`config.mk`:
```
export PLATFORM = sky130hd
export DESIGN_NAME = prp_queue
export DESIGN_NICKNAME = d
export VERILOG_FILES = /design/src/rtl/assert_macros.svh /design/src/rtl/prp_pkg.sv /design/src/rtl/prp_queue.sv
export SDC_FILE = /design/constraint.sdc
export NUM_CORES = 1
export LEC_CHECK = 0
export ABC_AREA = 1
export BUFFER_PORTS_ARGS = -buffer_cell sky130_fd_sc_hd__buf_2
export CAP_MARGIN = 20
export CORE_ASPECT_RATIO = 1.1
export CORE_MARGIN = 5
export CORE_UTILIZATION = 45
export DETAILED_ROUTE_END_ITERATION = 6
export GPL_ROUTABILITY_DRIVEN = 0
export HOLD_SLACK_MARGIN = 0.15
export PLACE_DENSITY = 0.62
export SYNTH_ARGS = -nofsm -noshare
export SYNTH_HDL_FRONTEND = slang
export SYNTH_SLANG_ARGS = --single-unit
```
`constraint.sdc`:
```
create_clock -name clk -period 3.6 [get_ports clk]
set_clock_uncertainty 0.1 [all_clocks]
set_input_delay 0 -clock clk [delete_from_list [all_inputs] [get_ports clk]]
set_output_delay 0 -clock clk [all_outputs]
set_load 0.05 [all_outputs]
```
`src/rtl/assert_macros.svh`:
```
// Assertion helpers shared by the RTL. Each macro expects clk and arst_n in scope.
`ifndef ASSERT_MACROS_SVH
`define ASSERT_MACROS_SVH

// The consequent must hold in the same cycle as the antecedent.
`define PRP_ASSERT_SAME(label, ant, cons, msg) \
	label: assert property (@(posedge clk) disable iff (!arst_n) (ant) |-> (cons)) \
		else $error(msg);

// The consequent must hold in the cycle after the antecedent.
`define PRP_ASSERT_NEXT(label, ant, cons, msg) \
	label: assert property (@(posedge clk) disable iff (!arst_n) (ant) |=> (cons)) \
		else $error(msg);

`endif

```
`src/rtl/prp_pkg.sv`:
```
package prp_pkg;

	// Width of the yaw-rotated coordinates (x1, z1).
	localparam int ROT_W = 19;
	// Width of the pitch-rotated coordinates (y2, z2).
	localparam int PIT_W = 22;
	// Divisor width and quotient width of the perspective division.
	localparam int DIV_W = 20;
	localparam int QUO_W = DIV_W - 1;
	localparam int REM_W = DIV_W + 1;
	// The dividend is 2^NUM_SHIFT plus half the divisor.
	localparam int NUM_SHIFT = 26;

	// Rounding constants: half an LSB for each right shift.
	localparam int RND14 = 1 << 13;
	localparam int RND16 = 1 << 15;
	localparam int RND26 = 1 << 25;

	// 0.22 in Q0.16, one in Q.12, and the smallest allowed divisor (1/16).
	localparam logic signed [15:0] PERSP_K = 16'sd14418;
	localparam int DIV_ONE = 4096;
	localparam int DIV_MIN = 256;

	// Queue between the front and back parts.
	localparam int QUEUE_DEPTH = 4;
	localparam int QPTR_W = 2;
	localparam int QCNT_W = 3;

	// Configuration port.
	localparam int PADDR_W = 5;
	localparam int PDATA_W = 32;
	localparam logic [2:0] REG_COS_YAW     = 3'd0;
	localparam logic [2:0] REG_SIN_YAW     = 3'd1;
	localparam logic [2:0] REG_COS_PITCH   = 3'd2;
	localparam logic [2:0] REG_SIN_PITCH   = 3'd3;
	localparam logic [2:0] REG_CENTRE_X    = 3'd4;
	localparam logic [2:0] REG_CENTRE_Y    = 3'd5;
	localparam logic [2:0] REG_PIXEL_SCALE = 3'd6;

	typedef struct packed {
		logic signed [15:0] point_x;
		logic signed [15:0] point_y;
		logic signed [15:0] point_z;
	} prp_in_t;

	typedef struct packed {
		logic signed [15:0] screen_x;
		logic signed [15:0] screen_y;
		logic signed [15:0] view_depth;
		logic [15:0]        persp_factor;
		logic               clipped;
	} prp_out_t;

	typedef struct packed {
		logic signed [15:0] cos_yaw;
		logic signed [15:0] sin_yaw;
		logic signed [15:0] cos_pitch;
		logic signed [15:0] sin_pitch;
		logic [15:0]        centre_x;
		logic [15:0]        centre_y;
		logic [15:0]        pixel_scale;
	} prp_cfg_t;

	// One rotated point with its clamped divisor, as handed from front to back.
	typedef struct packed {
		logic signed [ROT_W-1:0] x1;
		logic signed [PIT_W-1:0] y2;
		logic signed [PIT_W-1:0] z2;
		logic [DIV_W-1:0]        div;
		logic                    clip;
	} prp_job_t;

	typedef struct packed {
		logic full;
		logic empty;
	} prp_qstat_t;

	// Saturate to signed 16 bits; the top bit of the result flags saturation.
	function automatic logic [16:0] sat16(input logic signed [33:0] v);
		logic [16:0] r;
		if (v > 34'sd32767) begin
			r = {1'b1, 16'h7FFF};
		end else if (v < -34'sd32768) begin
			r = {1'b1, 16'h8000};
		end else begin
			r = {1'b0, v[15:0]};
		end
		return r;
	endfunction

endpackage

```
`src/rtl/prp_queue.sv`:
```
module prp_queue import prp_pkg::*; (
	input  logic       clk,
	input  logic       arst_n,
	input  logic       push,
	input  prp_job_t   wr_job,
	input  logic       pop,
	output prp_job_t   rd_job,
	output prp_qstat_t q_stat
);

	prp_job_t mem_q [QUEUE_DEPTH];
	logic [QPTR_W-1:0] wr_ptr_q, rd_ptr_q;
	logic [QCNT_W-1:0] cnt_q;

	assign q_stat.full  = cnt_q == QCNT_W'(QUEUE_DEPTH);
	assign q_stat.empty = cnt_q == '0;
	assign rd_job       = mem_q[rd_ptr_q];

	// Pointers and fill count; the depth is a power of two so pointers wrap.
	always_ff @(posedge clk or negedge arst_n) begin
		if (!arst_n) begin
			wr_ptr_q <= '0;
			rd_ptr_q <= '0;
			cnt_q    <= '0;
		end else begin
			if (push) begin
				wr_ptr_q <= wr_ptr_q + 1'b1;
			end
			if (pop) begin
				rd_ptr_q <= rd_ptr_q + 1'b1;
			end
			if (push && !pop) begin
				cnt_q <= cnt_q + 1'b1;
			end else if (pop && !push) begin
				cnt_q <= cnt_q - 1'b1;
			end
		end
	end

	// Entry storage.
	always_ff @(posedge clk) begin
		if (push) begin
			mem_q[wr_ptr_q] <= wr_job;
		end
	end

endmodule

```
==> flow_summary.yaml, run 1 <==
worst_setup_path:
  worstPathArrival_ps: 2460
  regToRegEndpoint: "mem_q[0][71]"
  startpoint_type: "flip-flop"
  path_max_fanout: 54
  worstSetupEndpointType: "output port"
  ff2ff_setup_slack_ps: 1550
  worstSetupPathType: "flip-flop to output port"
  required_ps: 3500
  r2r_start: "wr_ptr_q[0]"
  r2r_cells: 5
final_layout:
  fill_cells: 2549
  final_common_cell: "edfxtp_1"
  layout_common_cells: "edfxtp_1 (336), nand2_1 (265), inv_1 (175)"
  nNetsFinal: 1426
  drive_gt1_share_pct: 26.47
  fin_util_pct: 57.17
  antenna_cells: 0
  syn2layout_area_growth_pct: 24.92
drt:
  wl_per_cell_um: 16.18
  detail-route-antenna-nets: 0
  num_vias: 8381
  drc: 0
  vias_per_cell: 4.708
  drt_wl_total_mm: 28.81
  drt-initial-drc-count: 420
  first_pass_iters: 4
synth:
  yosysUniqueCellTypes: 20
  synth_edf_count: 336
  ys_ff_latch: 343
  post_synth.cell_area_avg_sq_um: 14.05
  synthArstFlopShare_pct: 2.041
  synthesis.nets: 1122
  ys.warnings.count: 0
  syn_inst: 1028
  ys_seq_area_share_pct: 71.06
  netlist_area_sq_um: 14450
  synth_top_flop_cell: "edfxtp_1"
sta:
  report.final.setup_viol: 0
  setup_ws_ps: 1043
  tightest_slew_ps: 774.2
  slew_viol_final: 0
  rsz0062_at_grt: "false"
  hold_slack_ps: 157.7
  fin_crit_ps: 2557
  tns_ps: 0
  fin_crit_sh_pct: 71.03
  hold_viol_final: 0
  maxSlewHeadroom_pct: 48.39
  max_freq_mhz: 391.0
global_routing:
  grt_pass1_vias: 8651
  grt_usage_pct: 15.89
  grt-ovfl-total: 0
  grt_max_degree: 55
  antenna_found_initial: 1
  grt_pass1_wl_mm: 45.99
floorplan:
  die_area_sq_um: 35790
  die_x_um: 180.8
  rows: 68
  coreArea_sq_um: 31570
  start_util_pct: 45.76
  ioPinCount: 174
  fp.dieH_um: 197.9
clocking:
  clk_pin_slew_worst_paths_ps: 50
  cts_tree: "built"
  root_buffer: "clkbuf_16"
  h-tree-depth: 2
  clock_latency_ps: 500
  cts_made_buffers: 36
  clock_path_buffers: 3
  cts_sinks: 343
  ctsResizeCount: 0
power:
  leakagePower_nw: 7.324
  ir_drop_mv: 0.6758
  cellPowerDensity_nw_per_um2: 910.0
place:
  pre_cts_ws_ps: 1519
  hpwl_mm: 17.06
  port_buffers: 173
hold_path:
  holdPathStages: 2
  hold_path.class: "primary input to flip-flop"
  hp-start: "wr_job[12]"
  holdPathEnd: "mem_q[0][12]"
run_status:
  status: "complete, no violations"
job:
  cap_violations: 0
layer usage:
layer	track usage (%)	wire (um)	vias up
met5	0	13	-
met4	3.333	451	2
met3	3.711	1575	39
met2	26.77	13880	174
met1	21.35	12890	3967
li1	-	-	4199
Yosys cell counts, types with 2 or more instances:
library cell	instances	area, sq um
nand2_1	265	994.7
buf_2	7	35.03
buf_6	37	416.7
o211ai_2	111	1389
xor2_1	2	17.52
clkbuf_1	2	7.510
nor3_1	2	10.01
inv_1	179	671.9
dfrtp_1	7	175.2
o211ai_1	57	427.9
ha_1	5	62.56
buf_4	11	82.58
edfxtp_1	336	10090
power breakdown:
group | internal, mW | leakage [nW] | switching [mW]
combinational | 1.83 | 3.59 | 5.42
clock | 2.17 | 0.566 | 1.45
sequential | 5.23 | 3.17 | 0.329
total | 9.23 | 7.32 | 7.19
worst max-delay path by stage:
stage	from	endpoint	slack (ps)	cells past startpoint
floorplan	wr_ptr_q[0]	mem_q[2][0]	760	4
global placement	wr_ptr_q[0]	mem_q[0][77]	1530	5
detailed placement	wr_ptr_q[0]	mem_q[0][81]	1520	5
CTS	rd_ptr_q[0]	rd_job[2]	1000	4
global route	rd_ptr_q[0]	rd_job[5]	910	4
finish	rd_ptr_q[0]	rd_job[2]	1040	4
flip-flops by register name (all words and copies together) (netlist names):
register	cells
mem_q	336
rd_ptr_q	2
wr_ptr_q	2
cnt_q	3
final cells by class:
cell class | instances | area, sq um | share of cell area, %
clock buffer | 43 | 948.4 | 5.256
multi-input combinational | 448 | 2963 | 16.42
sequential | 343 | 10270 | 56.93
inverter | 180 | 688.2 | 3.814
clock inverter | 23 | 215.2 | 1.193
timing repair buffer | 323 | 2432 | 13.48
tap | 420 | 525.5 | 2.912
timing repair:
| action | CTS | global route |
|---|---|---|
| endpoints found under the hold margin | 368 | 0 |
| hold buffers | 131 | 0 |
| buffers inserted | 0 | 0 |
worst max-delay path, cell delays in order (launching register included):
cell	delay (ps)
dfrtp_4	920
buf_4	450
o211ai_2	130
nand2_1	140
buf_2	280
through the flow:
stage / total power [mW] / instance area [sq um] / std cells
after floorplan: 11.46 / 14450 / 1028
after global placement: 12.81 / 15570 / 1583
after detailed placement: 12.90 / 15570 / 1583
after CTS: 16.65 / 18040 / 1780
after global routing: 17.29 / 18040 / 1780
final: 16.42 / 18040 / 1780
cell families after synthesis:
logic type | Yosys count | share of synthesized area [%]
AOI/OAI and AO/OA | 169 | 12.61
and+or+nand+nor | 269 | 7.033
xor gates and xnor gates | 4 | 0.2946
DFF | 343 | 71.06
adders and majority gates | 6 | 0.5717
buffers and inverters | 237 | 8.428
No activity file was read; power rests on OpenSTA's default activity.
==> run 2: changes to the inputs <==
==> constraint.sdc (replaced) <==
create_clock -name clk -period 2.4 [get_ports clk]
set_clock_uncertainty 0.1 [all_clocks]
set_input_delay 0 -clock clk [delete_from_list [all_inputs] [get_ports clk]]
set_output_delay 0 -clock clk [all_outputs]
set_load 0.05 [all_outputs]
==> run 2 against run 1 <==
Utilization increased by 1.1 points. Global-route usage up 0.49 points. Via count rose by 4.0%. Count of clock-buffer cells in the layout fell by 1. Sequential share of layout area is 1.1 points lower. Combinational power increased by 55%. Highest routed layer is now met4. Hold slack improved by 2.7 ps. Non-clock buffer count rose by 24.
==> flow_summary.yaml, run 2 (same netlist as run 1, synthesis figures left out) <==
global_routing:
  grt_max_degree: 85
  grt_usage_pct: 16.38
  grt-ovfl-total: 0
  grt_pass1_vias: 8956
  grt_pass1_wl_mm: 47.52
  antenna_found_initial: 0
floorplan:
  coreArea_sq_um: 31570
  fp.dieH_um: 197.9
  die_x_um: 180.8
  start_util_pct: 45.76
  rows: 68
  ioPinCount: 174
  die_area_sq_um: 35790
final_layout:
  final_common_cell: "edfxtp_1"
  fin_util_pct: 58.29
  antenna_cells: 0
  ff_latch_area_sq_um: 10270
  largest_register: "mem_q"
  largest_reg_flops: 336
  syn2layout_area_growth_pct: 27.37
  layout_common_cells: "edfxtp_1 (336), nand2_1 (265), inv_1 (175)"
  reg_top3: "mem_q: 336 flops, cnt_q: 3 flops"
  final_area_sq_um: 18400
  fill_cells: 2473
  nNetsFinal: 1451
  drive_gt1_share_pct: 27.51
  multi_input_area_sq_um: 2963
power:
  switching_share_pct: 43.43
  ir_drop_mv: 0.9848
  p_int_mw: 14.26
  leakagePower_nw: 7.467
  p_clk_share_pct: 22.3
  pwr-share-comb_pct: 44.6
  seqPwrFrac_pct: 33.1
  p_sw_mw: 10.94
  cellPowerDensity_nw_per_um2: 1370
sta:
  slew_viol_final: 0
  fin_crit_sh_pct: 94.70
  tns_ps: 0
  max_freq_mhz: 440.0
  fin_crit_ps: 2273
  maxSlewHeadroom_pct: 60.30
  rsz0062_at_grt: "false"
  tightest_slew_ps: 594.2
  report.final.setup_viol: 0
  hold_viol_final: 0
job:
  cap_violations: 0
place:
  dpl_cell_area_sq_um: 15800
  port_buffers: 173
  hpwl_mm: 16.60
clocking:
  clock_path_buffers: 3
  cts_tree: "built"
  clock_latency_ps: 500
  cts_sinks: 343
  cts_made_buffers: 37
  root_buffer: "clkbuf_16"
  clk_pin_slew_worst_paths_ps: 60
  h-tree-depth: 2
drt:
  first_pass_iters: 5
  vias_per_cell: 4.828
  drt_wl_total_mm: 29.65
  wl_per_cell_um: 16.43
  detail-route-antenna-nets: 0
  num_vias: 8715
  drt-initial-drc-count: 415
  drc: 0
worst_setup_path:
  path_max_fanout: 48
  worstSetupPathType: "flip-flop to output port"
  required_ps: 2300
  worstPathArrival_ps: 2170
  worstSetupEndpointType: "output port"
  startpoint_type: "flip-flop"
hold_path:
  hold_path.class: "primary input to flip-flop"
run_status:
  status: "complete, no violations"
-- run 2: cell count changes in the layout (fill, tap and decap cells not counted) --
cell           previous run  this run
bufinv_16                 4         5
clkinv_4                  1         0
clkbuf_8                  0         1
buf_8                     0         1
inv_4                     5         1
clkinv_1                 11        10
clkinv_2                  4         5
clkbuf_1                  6         4
buf_12                    9        17
dlygate4sd3_1           131       138
buf_4                    10        18
clkinvlp_4                1         7
-- run 2: worst paths after layout --
kind / start / endpoint / slack, ps / cells after the start
max reg2reg: wr_ptr_q[0] / mem_q[2][82] / 370 / 5
max: rd_ptr_q[1] / rd_job[56] / 130 / 5
min reg2reg: cnt_q[2] / cnt_q[2] / 400 / 2
min: wr_job[54] / mem_q[1][54] / 160 / 2
min in group asynchronous: arst_n / rd_ptr_q[1] / 370 / 3
max in group asynchronous: arst_n / rd_ptr_q[0] / 1540 / 3
-- run 2: per-layer routing --
layer  routed length, um  global-route usage [%]
met1               12780                   20.49
met3                1517                   3.674
met2               14810                   29.25
met5                   0                       0
met4                 539                   3.810
-- run 2: repair_timing --
| item | 4_1_cts | 5_1_grt |
|---|---|---|
| resized for setup | 0 | 0 |
| hold buffers | 138 | 0 |
| endpoints found under the hold margin | 350 | 0 |
| setup endpoints to repair | 0 | 8 |
| setup buffers | 0 | 1 |
-- run 2: through the flow --
step	setup WS, ps	std cells	power [mW]	hold WS, ps
finish	127.2	1805	25.20	160.4
global route	23.86	1805	26.51	153.6
global placement	293.2	1599	19.49	-250.8
floorplan	-36.93	1028	17.16	-395.6
detailed placement	285.2	1599	19.63	-247.8
CTS	27.92	1804	25.45	150.2
-- run 2: worst max-delay path, cell delays in order (launching register included) --
cell,delay (ps)
dfrtp_4,650
inv_4,140
buf_12,290
o211ai_1,140
nand2_1,120
buf_2,270
-- run 2: area by class of cell --
| cell class | instances | area share, % |
|---|---|---|
| Clock buffer | 42 | 5.189 |
| Clock inverter | 25 | 1.374 |
| Inverter | 180 | 3.767 |
| Multi-Input combinational cell | 448 | 16.10 |
| Sequential cell | 343 | 55.83 |
| Tap cell | 420 | 2.856 |
| Timing Repair Buffer | 347 | 14.88 |
-- run 2: power groups by stage --
| stage | sequential, mW | combinational [mW] | clock [mW] |
|---|---|---|---|
| 6_report | 8.34 | 11.2 | 5.61 |
| 5_1_grt | 8.45 | 12.1 | 6.01 |
| 4_1_cts | 8.39 | 11.3 | 5.75 |
| 3_5_place_dp | 8.51 | 11.1 | 0 |
| 3_3_place_gp | 8.47 | 11.0 | 0 |
| 2_1_floorplan | 8.25 | 8.91 | 0 |
==> run 3: changes to the inputs <==
--- a/config.mk
+++ b/config.mk
@@ -5,7 +5,6 @@
 export SDC_FILE = /design/constraint.sdc
 export NUM_CORES = 1
 export LEC_CHECK = 0
-export ABC_AREA = 1
 export BUFFER_PORTS_ARGS = -buffer_cell sky130_fd_sc_hd__buf_2
 export CAP_MARGIN = 20
 export CORE_ASPECT_RATIO = 1.1
@@ -14,7 +13,7 @@
 export DETAILED_ROUTE_END_ITERATION = 6
 export GPL_ROUTABILITY_DRIVEN = 0
 export HOLD_SLACK_MARGIN = 0.15
-export PLACE_DENSITY = 0.62
+export PLACE_DENSITY = 0.63
 export SYNTH_ARGS = -nofsm -noshare
 export SYNTH_HDL_FRONTEND = slang
 export SYNTH_SLANG_ARGS = --single-unit
==> constraint.sdc (replaced) <==
create_clock -name clk -period 2.4 [get_ports clk]
set_clock_uncertainty 0.1 [all_clocks]
set_input_delay 0.12 -clock clk [delete_from_list [all_inputs] [get_ports clk]]
set_output_delay 0.12 -clock clk [all_outputs]
set_load 0.05 [all_outputs]
==> run 3 against run 2 <==
Count of clock-buffer cells in the layout up 6. Sequential power down 2.5%. First-iteration DRC count down 32%. Flip-flop and latch count unchanged. Hold slack better by 110 ps. Combinational power down 25%. Critical path type unchanged. Wire length down 19%. Global-route usage down 0.84 points. Sequential share of layout area up 8.5 points. Cell area down 13%.
==> flow_summary.yaml, run 3 <==
worst_setup_path:
  crit_slowest_cell: "mux4_2"
  worstSetupEndpointType: "output port"
  worstPathCellList: "buf_12, mux4_2, buf_2"
  worstPathArrival_ps: 2100
  worst-path-buf-inv: 2
  crit_family: "multiplexers"
  required_ps: 2180
  worstSetupPathType: "flip-flop to output port"
  ff2ff_setup_slack_ps: 580
  path_max_fanout: 29
  startpoint_type: "flip-flop"
  crit_path_max_incr_delay_ps: 560
global_routing:
  grt_pass1_wl_mm: 36.98
  antenna_found_initial: 1
  grt_max_degree: 48
  grt_pass1_vias: 6515
  grt-ovfl-total: 0
  grt_usage_pct: 15.54
synth:
  synthArstFlopShare_pct: 2.041
  yosys-top-cells-area: "edfxtp_1 (80%), mux4_2 (15%), dfrtp_1 (1.4%)"
  yosysUniqueCellTypes: 20
  ys_ff_latch: 343
  ys_seq_area_share_pct: 81.76
  synthesis.nets: 567
  netlist.top_cell.by_area: "edfxtp_1"
  ys_top_cells_by_count: "edfxtp_1 (336), mux4_2 (84), dfrtp_1 (7)"
  synth_edf_count: 336
  post_synth.cell_area_avg_sq_um: 26.54
  ys.warnings.count: 0
  synth_top_flop_cell: "edfxtp_1"
  synth_top_area_share_pct: 80.37
  syn_inst: 473
  yosysMostFrequentCell: "edfxtp_1"
  netlist_area_sq_um: 12550
final_layout:
  fin_cells: 1158
  nNetsFinal: 863
  fill_cells: 2073
  largest_reg_flops: 336
  final_common_cell: "edfxtp_1"
  final_area_sq_um: 15960
  drive_gt1_share_pct: 41.38
  reg_top3: "mem_q: 336 flops, cnt_q: 3 flops"
  syn2layout_area_growth_pct: 27.12
  largest_register: "mem_q"
  antenna_cells: 0
  layout_common_cells: "edfxtp_1 (336), buf_2 (173), dlygate4sd3_1 (88)"
place:
  dpl_cell_area_sq_um: 13980
  hpwl_mm: 14.70
  placed_cells: 1004
  port_buffers: 173
  pre_cts_ws_ps: 405.2
sta:
  max_freq_mhz: 430.2
  tightest_slew_ps: 430.4
  rsz0062_at_grt: "true"
  report.final.setup_viol: 0
  slew_viol_final: 0
  maxSlewHeadroom_pct: 71.31
  fin_crit_ps: 2325
  fin_crit_sh_pct: 96.86
  hold_viol_final: 0
  setup_ws_ps: 75.42
  hold_slack_ps: 267.0
clocking:
  cts_tree: "built"
  cts_made_buffers: 36
  clock_path_buffers: 3
  cts_sinks: 343
  clock_latency_ps: 500
  h-tree-depth: 2
  root_buffer: "clkbuf_16"
  clk_pin_slew_worst_paths_ps: 60
floorplan:
  die_area_sq_um: 31340
  ioPinCount: 174
  rows: 64
  coreArea_sq_um: 27710
  start_util_pct: 45.31
  fp.dieH_um: 185.2
  die_x_um: 169.3
drt:
  drc: 0
  num_vias: 5932
  drt-initial-drc-count: 282
  vias_per_cell: 5.123
  wl_per_cell_um: 20.74
  drt_wl_total_mm: 24.02
  detail-route-antenna-nets: 0
  first_pass_iters: 4
power:
  ir_drop_mv: 0.8528
  leakagePower_nw: 5.533
  cellPowerDensity_nw_per_um2: 1354
  p_total_mw: 21.61
hold_path:
  hold_path.class: "primary input to flip-flop"
run_status:
  status: "complete, no violations"
job:
  cap_violations: 0
run 3: changes by cell type after synthesis, moves of 2 or more:
cell / delta
buf_6: -36
and2_1: +4
nand2_1: -263
buf_12: +5
mux4_2: +84
o211ai_2: -111
inv_1: -175
clkbuf_1: -2
buf_1: +3
buf_4: -7
o211ai_1: -57
xor2_1: +2
run 3: report_power, final:
| group | total, mW | switching (mW) | leakage [nW] | internal, mW |
|---|---|---|---|---|
| Clock | 5.07 | 2.11 | 0.535 | 2.96 |
| Sequential | 8.13 | 0.292 | 3.17 | 7.83 |
| Combinational | 8.41 | 5.76 | 1.83 | 2.65 |
| Total | 21.6 | 8.17 | 5.53 | 13.4 |
run 3: path summary, 6_finish.rpt:
check / from / endpoint / depth (start not counted)
hold reg to reg: cnt_q[2] / cnt_q[2] / 1
setup / recovery: rd_ptr_q[0] / rd_job[40] / 3
min in group asynchronous: arst_n / rd_ptr_q[1] / 3
max in group asynchronous: arst_n / rd_ptr_q[0] / 3
setup reg to reg: wr_ptr_q[0] / mem_q[2][68] / 4
hold / removal: wr_job[71] / mem_q[1][71] / 2
run 3: worst reg2reg max path, delay by kind of cell (launching register included):
family | cells | cell delay, ps
simple gates | 1 | 370
flops | 1 | 420
buf+inv | 2 | 460
fa+ha+maj | 1 | 160
run 3: per-stage QoR:
stage | setup TNS, ps | utilization (%)
detailed placement | 0 | 50.45
global placement | 0 | 50.45
CTS | 0 | 57.60
floorplan | 0 | -
finish | 0 | 57.60
global route | -366.2 | 57.60
run 3: final cells by class:
class,count,area (sq um),share of cell area [%]
clock inverter,16,118.9,0.7448
clock buffer,48,967.2,6.060
tap,363,454.2,2.846
inverter,4,15.01,0.09408
sequential,343,10270,64.37
multi-input combinational,107,2102,13.17
timing repair buffer,277,2029,12.72
run 3: repair_timing:
action | CTS | global route
buffers inserted | 2 | 0
hold buffers | 88 | 0
setup endpoints to repair | 74 | 28
pin swaps | 0 | 0
gates resized for setup | 0 | 0
endpoints found under the hold margin | 380 | 0
run 3: cell families (layout without fill, tap and decap cells):
group / after synthesis / in the layout / synth area share [%]
buf+inv: 23 / 345 / 1.575
xor+xnor: 6 / 6 / 0.4186
simple gates: 9 / 9 / 0.3886
compound gates: 1 / 1 / 0.03983
flops: 343 / 343 / 81.76
fa+ha+maj: 6 / 6 / 0.6578
mux: 85 / 85 / 15.16
run 3: metal layers:
layer	track usage [%]	part of all wire, %
met3	3.159	4.5
met5	0	0.029
met1	18.08	38
met2	28.96	55
met4	4.863	2.6
